**src/hdl/bmf_pkg.sv**
```systemverilog
// Shared constants for the Bloom membership filter: key width, memory word geometry, op codes.
`timescale 1ns / 1ps
`default_nettype none
package bmf_pkg;

    localparam int KEY_W     = 64;
    localparam int WORD_W    = 64;
    localparam int WORD_SH   = 6;
    localparam int OP_W      = 2;
    localparam int HASH_W    = 2;
    localparam int CNT_W     = 7;

    localparam logic [OP_W-1:0] OP_INSERT = 2'd0;
    localparam logic [OP_W-1:0] OP_QUERY  = 2'd1;
    localparam logic [OP_W-1:0] OP_CLEAR  = 2'd2;

    // Index of the last of the three hash positions.
    localparam logic [HASH_W-1:0] HASH_LAST = 2'd2;

endpackage
`default_nettype wire

```
**src/hdl/bmf_mod_unit.sv**
```systemverilog
// Shared reduction unit: one 64-bit key half modulo the filter size.
`timescale 1ns / 1ps
`default_nettype none
module bmf_mod_unit #(
    parameter int MODULUS = 8192,
    parameter int POS_W   = 13
) (
    input  wire logic                     clk,
    input  wire logic                     rst_n,
    input  wire logic                     load,
    input  wire logic [bmf_pkg::KEY_W-1:0] value,
    output logic                          done,
    output logic [POS_W-1:0]              rem
);
    import bmf_pkg::*;

    localparam bit IS_POW2 = ((1 << POS_W) == MODULUS);

    generate
        if (IS_POW2) begin : g_mask
            // A power-of-two size only needs the low bits.
            logic             done_reg;
            logic [POS_W-1:0] rem_reg;

            always_ff @(posedge clk or negedge rst_n) begin
                if (!rst_n) begin
                    done_reg <= 1'b0;
                end
                else begin
                    done_reg <= load;
                end
            end

            always_ff @(posedge clk) begin
                if (load) begin
                    rem_reg <= value[POS_W-1:0];
                end
            end

            assign done = done_reg;
            assign rem  = rem_reg;
        end
        else begin : g_recip
            // Other sizes: the key is reduced twelve bits at a time, most significant
            // first. Each step forms rem * 4096 + digit, estimates the quotient with a
            // reciprocal multiply, subtracts that multiple and corrects once.
            localparam int DIG_W = 12;
            localparam int N_DIG = 6;
            localparam int SH_W  = DIG_W * N_DIG;
            localparam int MUL_W = 32;
            localparam logic [MUL_W-1:0] RECIP = MUL_W'((64'd1 << MUL_W) / 64'(MODULUS));
            localparam logic [MUL_W-1:0] MOD_C = MUL_W'(MODULUS);

            localparam logic [1:0] PH_FORM = 2'd0;
            localparam logic [1:0] PH_EST  = 2'd1;
            localparam logic [1:0] PH_MUL  = 2'd2;
            localparam logic [1:0] PH_FIX  = 2'd3;

            logic               busy_reg;
            logic               done_reg;
            logic [1:0]         ph_reg;
            logic [2:0]         dig_reg;
            logic [SH_W-1:0]    sh_reg;
            logic [POS_W-1:0]   rem_reg;
            logic [MUL_W-1:0]   t_reg;
            logic [DIG_W-1:0]   q_reg;
            logic [MUL_W-1:0]   qm_reg;
            logic [2*MUL_W-1:0] prod;
            logic [MUL_W-1:0]   diff;
            logic [MUL_W-1:0]   diff_fix;

            always_comb begin
                prod     = {{MUL_W{1'b0}}, t_reg} * {{MUL_W{1'b0}}, RECIP};
                diff     = t_reg - qm_reg;
                diff_fix = diff - MOD_C;
            end

            always_ff @(posedge clk or negedge rst_n) begin
                if (!rst_n) begin
                    busy_reg <= 1'b0;
                    done_reg <= 1'b0;
                    ph_reg   <= PH_FORM;
                    dig_reg  <= '0;
                end
                else begin
                    done_reg <= 1'b0;
                    if (load) begin
                        busy_reg <= 1'b1;
                        ph_reg   <= PH_FORM;
                        dig_reg  <= '0;
                    end
                    else if (busy_reg) begin
                        case (ph_reg)
                            PH_FORM: begin
                                ph_reg <= PH_EST;
                            end
                            PH_EST: begin
                                ph_reg <= PH_MUL;
                            end
                            PH_MUL: begin
                                ph_reg <= PH_FIX;
                            end
                            PH_FIX: begin
                                ph_reg  <= PH_FORM;
                                dig_reg <= dig_reg + 3'd1;
                                if (dig_reg == 3'(N_DIG - 1)) begin
                                    busy_reg <= 1'b0;
                                    done_reg <= 1'b1;
                                end
                            end
                            default: begin
                                ph_reg <= PH_FORM;
                            end
                        endcase
                    end
                end
            end

            always_ff @(posedge clk) begin
                if (load) begin
                    sh_reg  <= SH_W'(value);
                    rem_reg <= '0;
                end
                else if (busy_reg) begin
                    case (ph_reg)
                        PH_FORM: begin
                            t_reg  <= MUL_W'({rem_reg, sh_reg[SH_W-1 -: DIG_W]});
                            sh_reg <= {sh_reg[SH_W-DIG_W-1:0], {DIG_W{1'b0}}};
                        end
                        PH_EST: begin
                            q_reg <= prod[MUL_W +: DIG_W];
                        end
                        PH_MUL: begin
                            qm_reg <= {{(MUL_W-DIG_W){1'b0}}, q_reg} * MOD_C;
                        end
                        PH_FIX: begin
                            if (diff >= MOD_C) begin
                                rem_reg <= diff_fix[POS_W-1:0];
                            end
                            else begin
                                rem_reg <= diff[POS_W-1:0];
                            end
                        end
                        default: begin
                        end
                    endcase
                end
            end

            assign done = done_reg;
            assign rem  = rem_reg;
        end
    endgenerate

endmodule
`default_nettype wire

```
**config.mk**
```make
export PLATFORM = sky130hd
export DESIGN_NAME = bmf_mod_unit
export DESIGN_NICKNAME = d
export VERILOG_FILES = /design/src/hdl/bmf_pkg.sv /design/src/hdl/bmf_mod_unit.sv
export SDC_FILE = /design/constraint.sdc
export NUM_CORES = 1
export LEC_CHECK = 0
export BUFFER_PORTS_ARGS = -buffer_cell sky130_fd_sc_hd__clkbuf_2
export CAP_MARGIN = 20
export CORE_MARGIN = 10
export CORE_UTILIZATION = 21
export DETAILED_ROUTE_END_ITERATION = 10
export GPL_ROUTABILITY_DRIVEN = 0
export HOLD_SLACK_MARGIN = 0.05
export MAX_ROUTING_LAYER = met4
export PLACE_DENSITY = 0.7
export SKIP_CTS_REPAIR_TIMING = 1
export SLEW_MARGIN = 5
export SYNTH_ARGS = -nofsm -noshare
export SYNTH_HDL_FRONTEND = slang
export SYNTH_SLANG_ARGS = --single-unit
```
**constraint.sdc**
```tcl
create_clock -name clk -period 0.8 [get_ports clk]
set_clock_uncertainty 0.2 [all_clocks]
set_input_delay 0.16 -clock clk [delete_from_list [all_inputs] [get_ports clk]]
set_output_delay 0.16 -clock clk [all_outputs]
set_load 0.02 [all_outputs]
```
==> results.md <==
Logic synthesis:
- The xor and xnor area share after synthesis is 0%.
- After synthesis the cells add up to 415 sq um.
- The number of unique standard cell types used by synthesis is 2.
- In the synthesized netlist, the number of instances is 14.
- The synthesized net count is 81.
- Summing the areas of all and, or, nand and nor instances in the mapped netlist gives 0% of the synthesized area.
- The flip-flop and latch count after synthesis is 14.
- The proportion of synthesized area in mux cells is 0%.
- During synthesis, Yosys emitted a total of 0 warnings.
- The sequential element share of the synthesized area is 100%.
- A synthesized cell averages 29.7 sq um.
- After Yosys synthesis, full adders, half adders and majority gates account for 0% of the synthesized area.
- The area fraction in compound gates after synthesis is 0%.

Timing:
- Setup violations remaining at the end of the flow were counted as 14.
- The total negative slack is -5060 ps.
- The number of max-slew violations in the final report came to 0.
- Setup repair after global routing could not meet its margin everywhere.
- The final critical path takes up 147% of the cycle.
- The hold violation count in the final report was 14.
- At the pin with the least slew margin, the transition time is 326 ps.
- The highest clock rate is 853 MHz.
- On the final layout, the worst hold slack is -140 ps.
- After layout, the minimum clock period comes to 1170 ps.
- The post-layout worst setup margin is -373 ps.
- The max-slew headroom at the worst pin is 78.3%.

Floorplan:
- Once the floorplan was initialized, standard cells occupied 21.6% of the core.
- In this run the horizontal extent of the chip is 64.5 um.
- The overall die area is 4160 sq um.
- The core region is 1920 sq um.
- From bottom edge to top edge, the die measures 64.5 um.
- 81 I/O pins were placed.
- The floorplan has 16 rows.

Routing:
- The number of nets still failing antenna checks after routing is 0.
- The wire length per cell after detailed routing is 14.1 um.
- After detailed routing, the number of remaining DRC violations is 0.
- Using the TritonRoute via totals, the vias-per-cell ratio works out to 3.43.
- The violation count after the first detailed-routing iteration is 4.
- The detailed-routing iteration count for the pre-antenna-repair pass is 2.
- For this block, the via count after detailed routing is 257.
- Wires add up to 1.06 mm.

CTS:
- The deepest level of the CTS H-tree is 1.
- The clock input transition at the sequential cells of the worst setup and hold paths is 80 ps.
- CTS placed an instance of sky130_fd_sc_hd__clkbuf_4 at the clock tree root.
- In this run, CTS created clock tree buffers numbering 3.
- TritonCTS built the clock tree.
- The maximum count of clock buffers along a single path is 2.
- The tree built by TritonCTS fans out to 14 sinks.

Global route:
- The first global-routing pass estimated 1.48 mm of wire.
- The maximum number of pins on one net before global-route repair is 15.
- The number of global-route vias before repair came to 311.
- In the global route stage, overall resource usage came out at 5.25%.
- Global routing finished with a remaining overflow of 0.
- The number of antenna violations at the first check in global routing came to 0.

Power and ir drop:
- For this design the static power due to leakage is 0.301 nW.
- Power spread over the standard cell area amounts to 2140 nW/um^2.
- VDD sags by at most 0.00101 V.

Critical path:
- The cell family contributing the most delay on the critical path is flip-flops.
- The largest single stage delay on the critical path is 400 ps.
- Data on the critical path is required at its endpoint by 440 ps.
- Of all nets on the critical path, the largest fanout is 1.
- STA puts the critical path data arrival time at 810 ps.
- STA classifies the critical path startpoint as a register.
- The master of the slowest instance on the critical path is sky130_fd_sc_hd__edfxtp_1.
- Together, buffers and inverters on the worst path number 1.
- The critical path goes through buf_6.
- The critical path endpoint category is an output port.
- The kind of critical path is reg2out.

Cells and area:
- Summing all flip-flop and latch instances after layout gives 415 sq um.
- The post-route cell area is 706 sq um.
- The count of non-filler cells in the finished layout is 75.
- Summing all multi-input logic gate instances after layout gives 0 sq um.
- The number of antenna repair diodes is 0.
- The area growth from synthesis to layout is 69.9%.
- The net count of the finished layout is 116.
- In the final layout, the share of cells above drive strength 1 is 66.7%.
- The fill cell instance count of the final layout is 205.
- The flip-flop count of the largest register after layout is 13.
- The layout contains a multi-input combinational cell count of 0.

Worst hold path:
- The startpoint identified for the worst hold timing path is value[9].
- The hold path depth is 1.
- The worst hold path class is in2reg.
- The sink of the worst hold path is rem[9].

Placement:
- After detailed placement, the total cell area comes to 594 sq um.
- The count of buffers added on input and output ports is 29.
- In this run, placement finished with an instance count of 70.

Job:
- The max capacitance violation total is 0.

Outcome:
- The run finished, with violations left.
- The final reports fail on hold timing, setup timing.
-- cell usage after synthesis --
master,count,share of area [%]
sky130_fd_sc_hd__dfrtp_1,1,6.0
sky130_fd_sc_hd__edfxtp_1,13,94
-- where the power goes --
| part | total [mW] | switching [mW] | leakage, nW | internal [mW] |
|---|---|---|---|---|
| logic | 0.233 | 0.116 | 0.147 | 0.117 |
| clock network | 0.388 | 0.207 | 0.0154 | 0.180 |
| registers | 0.886 | 0.0234 | 0.139 | 0.863 |
-- through the flow --
step / util, % / total power, mW / setup WS, ps
5_1_grt: 36.7 / 1.57 / -420
6_report: 36.7 / 1.51 / -373
2_1_floorplan: - / 0.967 / -9.46
3_5_place_dp: 30.9 / 1.07 / -196
4_1_cts: 32.3 / 1.46 / -393
3_3_place_gp: 30.9 / 1.07 / -173
-- per-layer routing --
| layer | part of all wire (%) | global-route usage [%] | routed length [um] | vias to the layer above |
|---|---|---|---|---|
| li1 | - | - | - | 122 |
| met1 | 53 | 7.54 | 560 | 110 |
| met2 | 36 | 5.30 | 380 | 23 |
| met3 | 9.7 | 2.06 | 103 | 2 |
| met4 | 1.2 | 4.01 | 13 | 0 |
| met5 | 0 | - | 0 | - |
-- cell type report --
class                 instances  share of cell area [%]
Timing Repair Buffer         30                    32.6
Clock inverter                1                   0.532
Sequential cell              14                    58.9
Clock buffer                  3                    3.19
Tap cell                     27                    4.79
-- kinds of logic after synthesis --
| kind of cell | Yosys count |
|---|---|
| flops | 14 |
-- worst max-delay path by stage --
stage	end	start	depth (start not counted)	slack, ps
floorplan	rem[0]	rem[0]	0	-9
global placement	rem[5]	load	1	-170
detailed placement	rem[5]	load	1	-200
CTS	rem[3]	rem[3]	1	-390
global route	rem[0]	rem[0]	1	-420
finish	rem[0]	rem[0]	1	-370
-- cell usage in the layout (no fill, tap or decap) --
master and count:
sky130_fd_sc_hd__edfxtp_1 13, sky130_fd_sc_hd__dlygate4sd3_1 1, sky130_fd_sc_hd__dfrtp_1 1, sky130_fd_sc_hd__clkinv_1 1
sky130_fd_sc_hd__clkbuf_4 3, sky130_fd_sc_hd__buf_2 2, sky130_fd_sc_hd__clkbuf_2 15, sky130_fd_sc_hd__buf_6 12
No activity file was read; power rests on OpenSTA's default activity.
